==> src/design/assert_macros.svh <==
// Assertion macros shared by the echo block.
// Depends on nothing; included by files that carry concurrent checks.
`ifndef ASSERT_MACROS_SVH
`define ASSERT_MACROS_SVH

// Property holds at every rising clock edge outside reset.
`define SFE_ASSERT(lbl, clk, rstn, prop) \
    lbl: assert property (@(posedge clk) disable iff (!(rstn)) (prop)) \
        else $error("assertion failed");

// Condition never seen outside reset.
`define SFE_NEVER(lbl, clk, rstn, cond) \
    lbl: assert property (@(posedge clk) disable iff (!(rstn)) !(cond)) \
        else $error("forbidden condition seen");

`endif

==> src/design/sfe_pkg.sv <==
// Package of the stereo echo block: field widths, register indexes and
// the control/status structs passed between its modules. No dependencies.
`default_nettype none

package sfe_pkg;

    localparam int SAMPLE_W  = 16;
    localparam int GAIN_W    = 16;
    localparam int DELAY_W   = 17;
    localparam int FRAC_BITS = 12;
    localparam int CFG_IDX_W = 2;
    localparam int PROD_W    = SAMPLE_W + GAIN_W + 1;
    localparam int SUM_W     = PROD_W - FRAC_BITS + 1;

    localparam logic [CFG_IDX_W-1:0] REG_DELAY = 2'd0;
    localparam logic [CFG_IDX_W-1:0] REG_GAIN  = 2'd1;

    localparam logic ACT_SAMPLE = 1'b0;
    localparam logic ACT_TAIL   = 1'b1;

    localparam logic [DELAY_W-1:0] DELAY_RESET = 17'd22050;
    localparam logic [GAIN_W-1:0]  GAIN_RESET  = 16'd2048;

    // Control driven by the top level into each lane.
    typedef struct packed {
        logic en;      // whole pipeline advances
        logic load;    // input transfer this cycle: write the delay line
        logic active;  // echo term enabled for the item being loaded
    } t_lane_ctl;

    // Status of the output register and skid stage.
    typedef struct packed {
        logic out_v;
        logic skid_v;
    } t_out_stat;

endpackage

`default_nettype wire

==> src/design/sfe_out.sv <==
// Merging stage: packs both lane results and holds them in an output
// register backed by a one-entry skid stage. Depends on sfe_pkg.
`default_nettype none

module sfe_out (
    input  wire logic                       i_clk,
    input  wire logic                       i_rst_n,
    input  wire logic                       i_push,
    input  wire logic [sfe_pkg::SAMPLE_W-1:0] i_left,
    input  wire logic [sfe_pkg::SAMPLE_W-1:0] i_right,
    input  wire logic                       i_tready,
    output logic                            o_tvalid,
    output logic [2*sfe_pkg::SAMPLE_W-1:0]  o_tdata,
    output sfe_pkg::t_out_stat              o_stat
);
    import sfe_pkg::*;

    logic                    r_out_v, r_skid_v;
    logic [2*SAMPLE_W-1:0]   r_out, r_skid;
    logic [2*SAMPLE_W-1:0]   merged;
    logic                    take;

    assign merged = {i_right, i_left};
    assign take   = r_out_v & i_tready;

    always_ff @(posedge i_clk) begin
        if (!i_rst_n) begin
            r_out_v  <= 1'b0;
            r_skid_v <= 1'b0;
        end else if (i_push) begin
            if (!r_out_v || take) begin
                r_out_v <= 1'b1;
            end else begin
                r_skid_v <= 1'b1;
            end
        end else if (take) begin
            r_out_v  <= r_skid_v;
            r_skid_v <= 1'b0;
        end
    end

    always_ff @(posedge i_clk) begin
        if (i_push) begin
            if (!r_out_v || take) begin
                r_out <= merged;
            end else begin
                r_skid <= merged;
            end
        end else if (take && r_skid_v) begin
            r_out <= r_skid;
        end
    end

    assign o_tvalid      = r_out_v;
    assign o_tdata       = r_out;
    assign o_stat.out_v  = r_out_v;
    assign o_stat.skid_v = r_skid_v;

endmodule

`default_nettype wire

==> config.mk <==
export PLATFORM = sky130hd
export DESIGN_NAME = sfe_out
export DESIGN_NICKNAME = d
export VERILOG_FILES = /design/src/design/assert_macros.svh /design/src/design/sfe_pkg.sv /design/src/design/sfe_out.sv
export SDC_FILE = /design/constraint.sdc
export NUM_CORES = 1
export LEC_CHECK = 0
export BUFFER_PORTS_ARGS = -buffer_cell sky130_fd_sc_hd__buf_4
export CAP_MARGIN = 20
export CELL_PAD_IN_SITES_DETAIL_PLACEMENT = 1
export CELL_PAD_IN_SITES_GLOBAL_PLACEMENT = 1
export CORE_UTILIZATION = 47
export DETAILED_ROUTE_END_ITERATION = 10
export PLACE_DENSITY = 0.82
export SETUP_SLACK_MARGIN = 0.05
export SLEW_MARGIN = 20
export SYNTH_ARGS = -nofsm -noshare
export SYNTH_HDL_FRONTEND = slang
export SYNTH_SLANG_ARGS = --single-unit
==> constraint.sdc <==
create_clock -name i_clk -period 3.89 [get_ports i_clk]
set_input_delay 0.778 -clock i_clk [delete_from_list [all_inputs] [get_ports i_clk]]
set_output_delay 0.778 -clock i_clk [all_outputs]
set_load 0.01 [all_outputs]
# Word-level counts from Yosys, hierarchy flattened
# Index checks and enable logic that the tools add are counted.
[totals] ff_bits=66 wordCells=26 input_bits=36
[op_classes] n_mux=9 n_bitwise=2 n_reduce_logical=9 n_eq_ne=2
[op_table] cell="$mux 32" n=3
[op_table] cell="$reduce_and 2->1" n=4
[op_table] cell="$mux 1" n=6
[op_table] cell="$reduce_bool 2->1" n=2
[op_table] cell="$ne 2x1->1 const B" n=1
[op_table] cell="$ne 2x2->1 const B" n=1
[op_table] cell="$and 1x1->1" n=1
[op_table] cell="$logic_and 1x1->1" n=1
[op_table] cell="$logic_not 1->1" n=1
[op_table] cell="$logic_or 1x1->1" n=1
[op_table] cell="$not 1->1" n=1

# Logic depth before layout (Yosys ltp)
[depth] word_depth=4 ltp_mapped=4 depth_no_buf=3

# Least setup slack after synthesis
# Ideal clock, no wire load.
[synth_timing] path_kind="input port to flip-flop" start="input port i_push" end="register r_out[0] (netlist: o_tdata[0]) (enable)" setup_slack_ps=1010 cell_stages=4 arrival_time_ps=2459 required_time_ps=3469 cell_sequence="buf_6 buf_12 a21oi_1 nor2_1"
[synth_between] elab_chain_len=2 elab_cells_between_ends=3
[synth_lines] item="from (decl)" line_no="sfe_out.sv:8" rtl="input wire logic i_push,"
[synth_lines] item="$ne 2x1->1 (no line) / $reduce_bool 2->1 (equally long branches)"
[synth_lines] item="$reduce_and 2->1 (no line) (*)"
[synth_lines] item="to (signal assigned)" line_no="sfe_out.sv:45" rtl="r_out <= merged;"
[synth_lines] item="to (signal assigned)" line_no="sfe_out.sv:50" rtl="r_out <= r_skid;"
[synth_lines] item="to (decl)" line_no="sfe_out.sv:19" rtl="logic [2*SAMPLE_W-1:0] r_out, r_skid;"
# Every way passes the cells marked *; elsewhere a longest branch is shown, timed or not.
# A chain may end at the register's enable or synchronous reset.

# Final worst setup path
[layout_timing] start="input port i_push" end="register r_out[23] (netlist: o_tdata[23]) (enable)"
# Same word-level chain as after synthesis.

==> out/qor.txt <==
Starting DRC count in detailed routing = 47
Initial Util = 49.66%
Number of register bits inferred by synthesis = 66
Via-to-Cell Ratio = 4.895
Final std cells w/o fill = 266
Most frequent cells in the layout = 71 x buf_4, 64 x edfxtp_1, 26 x mux2_4
Number of optimization iterations in the first detailed-route pass = 4
Status = finished, final reports clean
Final routed wire length divided by cell count = 19.11 µm
Hold Startpoint = r_skid_v
Internal power of the cells = 0.001189 W
Register clock-pin slew on the reported worst setup and hold paths = 0.07 ns
Num ports = 71
Crit end category = register
Setup-failing EPs final = 0
Layout Skew = 0.007541 ns
IO Port Bufs = 70
Kind of path behind the tightest hold check = register to register
Worst vdd rail ir drop = 0.2966 mV
Power share of the combinational group = 9.6%
Number of max-slew violations in the final report = 0
Final hold violation count = 0
Fraction of power consumed by the clock network = 35.8%
Total global routing overflow = 0
Critical register-to-register path startpoint = o_tvalid
Root Driver = clkbuf_8
Final routed DRC violation total = 0
Worst setup SP type = primary input
Synthesized net count = 151
Largest net degree at the start of global routing = 37
Top-area cell type share of the netlist area = 74.82%
Overall power of the completed layout = 0.001522 W
CTS resizes = 0
Number of vias after detailed routing = 1302
Worst-case clock buffer depth = 2
Sequential power share = 54.6%
Die extent in y = 75.93 µm
DIE WIDTH = 75.93 µm
Floorplan Core Area = 5172 µm²
Pwr/cell area = 461.9 nW/µm²
Number of nets in the layout = 227
Reported net switching power = 0.0003322 W
Die ar. = 5765 µm²
Distinct cell type count of the synthesized netlist = 15
Antenna Cells = 0
Last weighted congestion value of the routability-driven placer = 0.6398
Net Sw Frac = 21.83%
Number of violations of the max-capacitance limit = 0
Largest area contributor in the netlist = edfxtp_1
Total number of yosys warnings = 0
Final-layout fill cell count = 456
Remaining max-slew budget at the tightest pin = 38.16%
Global-route wire length before repair = 7941 µm
Share of layout cells above drive strength 1 = 60.71%
Cell types with the largest area share after synthesis = edfxtp_1 75%, mux2_4 15%, mux2_2 2.6%
Number of hold buffers added after CTS = 0
Largest fanout on the critical path = 36
Vias in the first global route = 1411
R2R depth = 3
Max Freq = 0.4460 GHz
Syn avg cell area = 22.34 µm²
Final worst path period share = 57.64%
Leakage power = 1.315 nW
Critical path arrival = 2.19 ns
Reg-to-reg slack, setup = 1.90 ns
Clock tree sinks = 66
Most common cell after layout, fill and taps aside = buf_4
Remaining antenna violation count after routing = 0
Number of standard-cell rows in the floorplan = 26
H-tree levels = 3
Min-Delay Path Depth = 2
CTS tree = yes
CTS Buf Count = 9
Measured slew at the worst slew-check pin = 0.9254 ns
Fin worst setup slack = 1.648 ns
Setup repair after global routing missed its margin = no
Critical path class = primary input to register
Number of antenna violations at the first check in global routing = 0
Post-Synthesis Cell Area = 2569 µm²
Capture instance of the worst register-to-register path = r_skid[31]
Worst slack after detailed placement = 1.280 ns
Endpoint required time on the critical path = 3.84 ns
Growth of design area from synthesis to finish = 28.25%
Worst Hold Path EP = r_skid_v
Post-CTS setup buffer count = 0
Share of the yosys chip area belonging to registers = 76.38%
Setup tns final = 0 ns
HPWL after DPL = 3276 µm
Final worst path period need = 2.242 ns
Post-detailed-routing wire length = 5082 µm
Gate Count Post-Synth = 115
Number of placed cells counting well taps = 250
Total global routing track utilization = 18.79%
Clock Latency Late Sink = 0.33 ns
## power groups by stage
stage	registers (W)	clock network (W)	logic [W]
6_report	0.000831	0.000544	0.000146
5_1_grt	0.000834	0.000581	0.000156
4_1_cts	0.000831	0.000551	0.000149
2_1_floorplan	0.000856	0	0.0000633
3_3_place_gp	0.000843	0	0.000141
3_5_place_dp	0.000846	0	0.000148
## stage by stage
stage / utilization, % / hold WS [ns] / instance area (µm²)
floorplan: - / 0.4878 / 2569
global placement: 60.14 / 0.4989 / 3110
detailed placement: 60.14 / 0.5378 / 3110
CTS: 63.69 / 0.5491 / 3294
global route: 63.69 / 0.5638 / 3294
finish: 63.69 / 0.5429 / 3294
## worst max-delay path by stage
stage	depth (start not counted)	slack, ns	start	to
5_1_grt	3	1.56	i_push	o_tdata[28]
4_1_cts	3	1.63	i_push	o_tdata[23]
2_1_floorplan	4	1.01	i_push	o_tdata[0]
6_report	3	1.65	i_push	o_tdata[23]
3_3_place_gp	3	1.40	i_push	o_tdata[17]
3_5_place_dp	3	1.28	i_push	o_tdata[17]
## per-layer routing
layer  GRT usage, %  part of all wire, %
met5              0                    0
met3          6.024                  5.2
met1          22.49                   41
met4          5.192                 0.73
met2          32.64                   53
## logic make-up (layout without fill, tap and decap cells)
| logic type | after synthesis | count (layout) | synth area share [%] |
|---|---|---|---|
| AO/OA/AOI/OAI | 4 | 4 | 1.023 |
| flip-flops | 66 | 66 | 76.38 |
| AND/OR/NAND/NOR | 7 | 7 | 1.413 |
| multiplexers | 32 | 32 | 17.83 |
| buffers and inverters | 6 | 87 | 3.361 |
## state kept, by name, summed over array words and instances, names as in the netlist
register / count
o_tdata: 32
o_tvalid: 1
r_skid: 32
r_skid_v: 1
## critical path: stages
cell and delay, ns:
buf_4 0.47, a21oi_1 0.17, nor2_4 0.74
## synthesized netlist by cell type, drive strengths merged
library cell  instances
mux2                 32
o21ai                 1
nor2                  1
nand2                 2
dfxtp                 2
buf                   6
a21boi                1
edfxtp               64
a21oi                 2
nand2b                1
and2                  1
nor2b                 2
## layout make-up
class,count,area [µm²],share of cell area [%]
clock buffer,9,123.9,3.760
clock inverter,7,60.06,1.823
multi-input combinational,43,528.0,16.03
timing repair buffer,71,533.0,16.18
tap,70,87.58,2.659
sequential,66,1962,59.55
(Power assumes the default switching activity.)
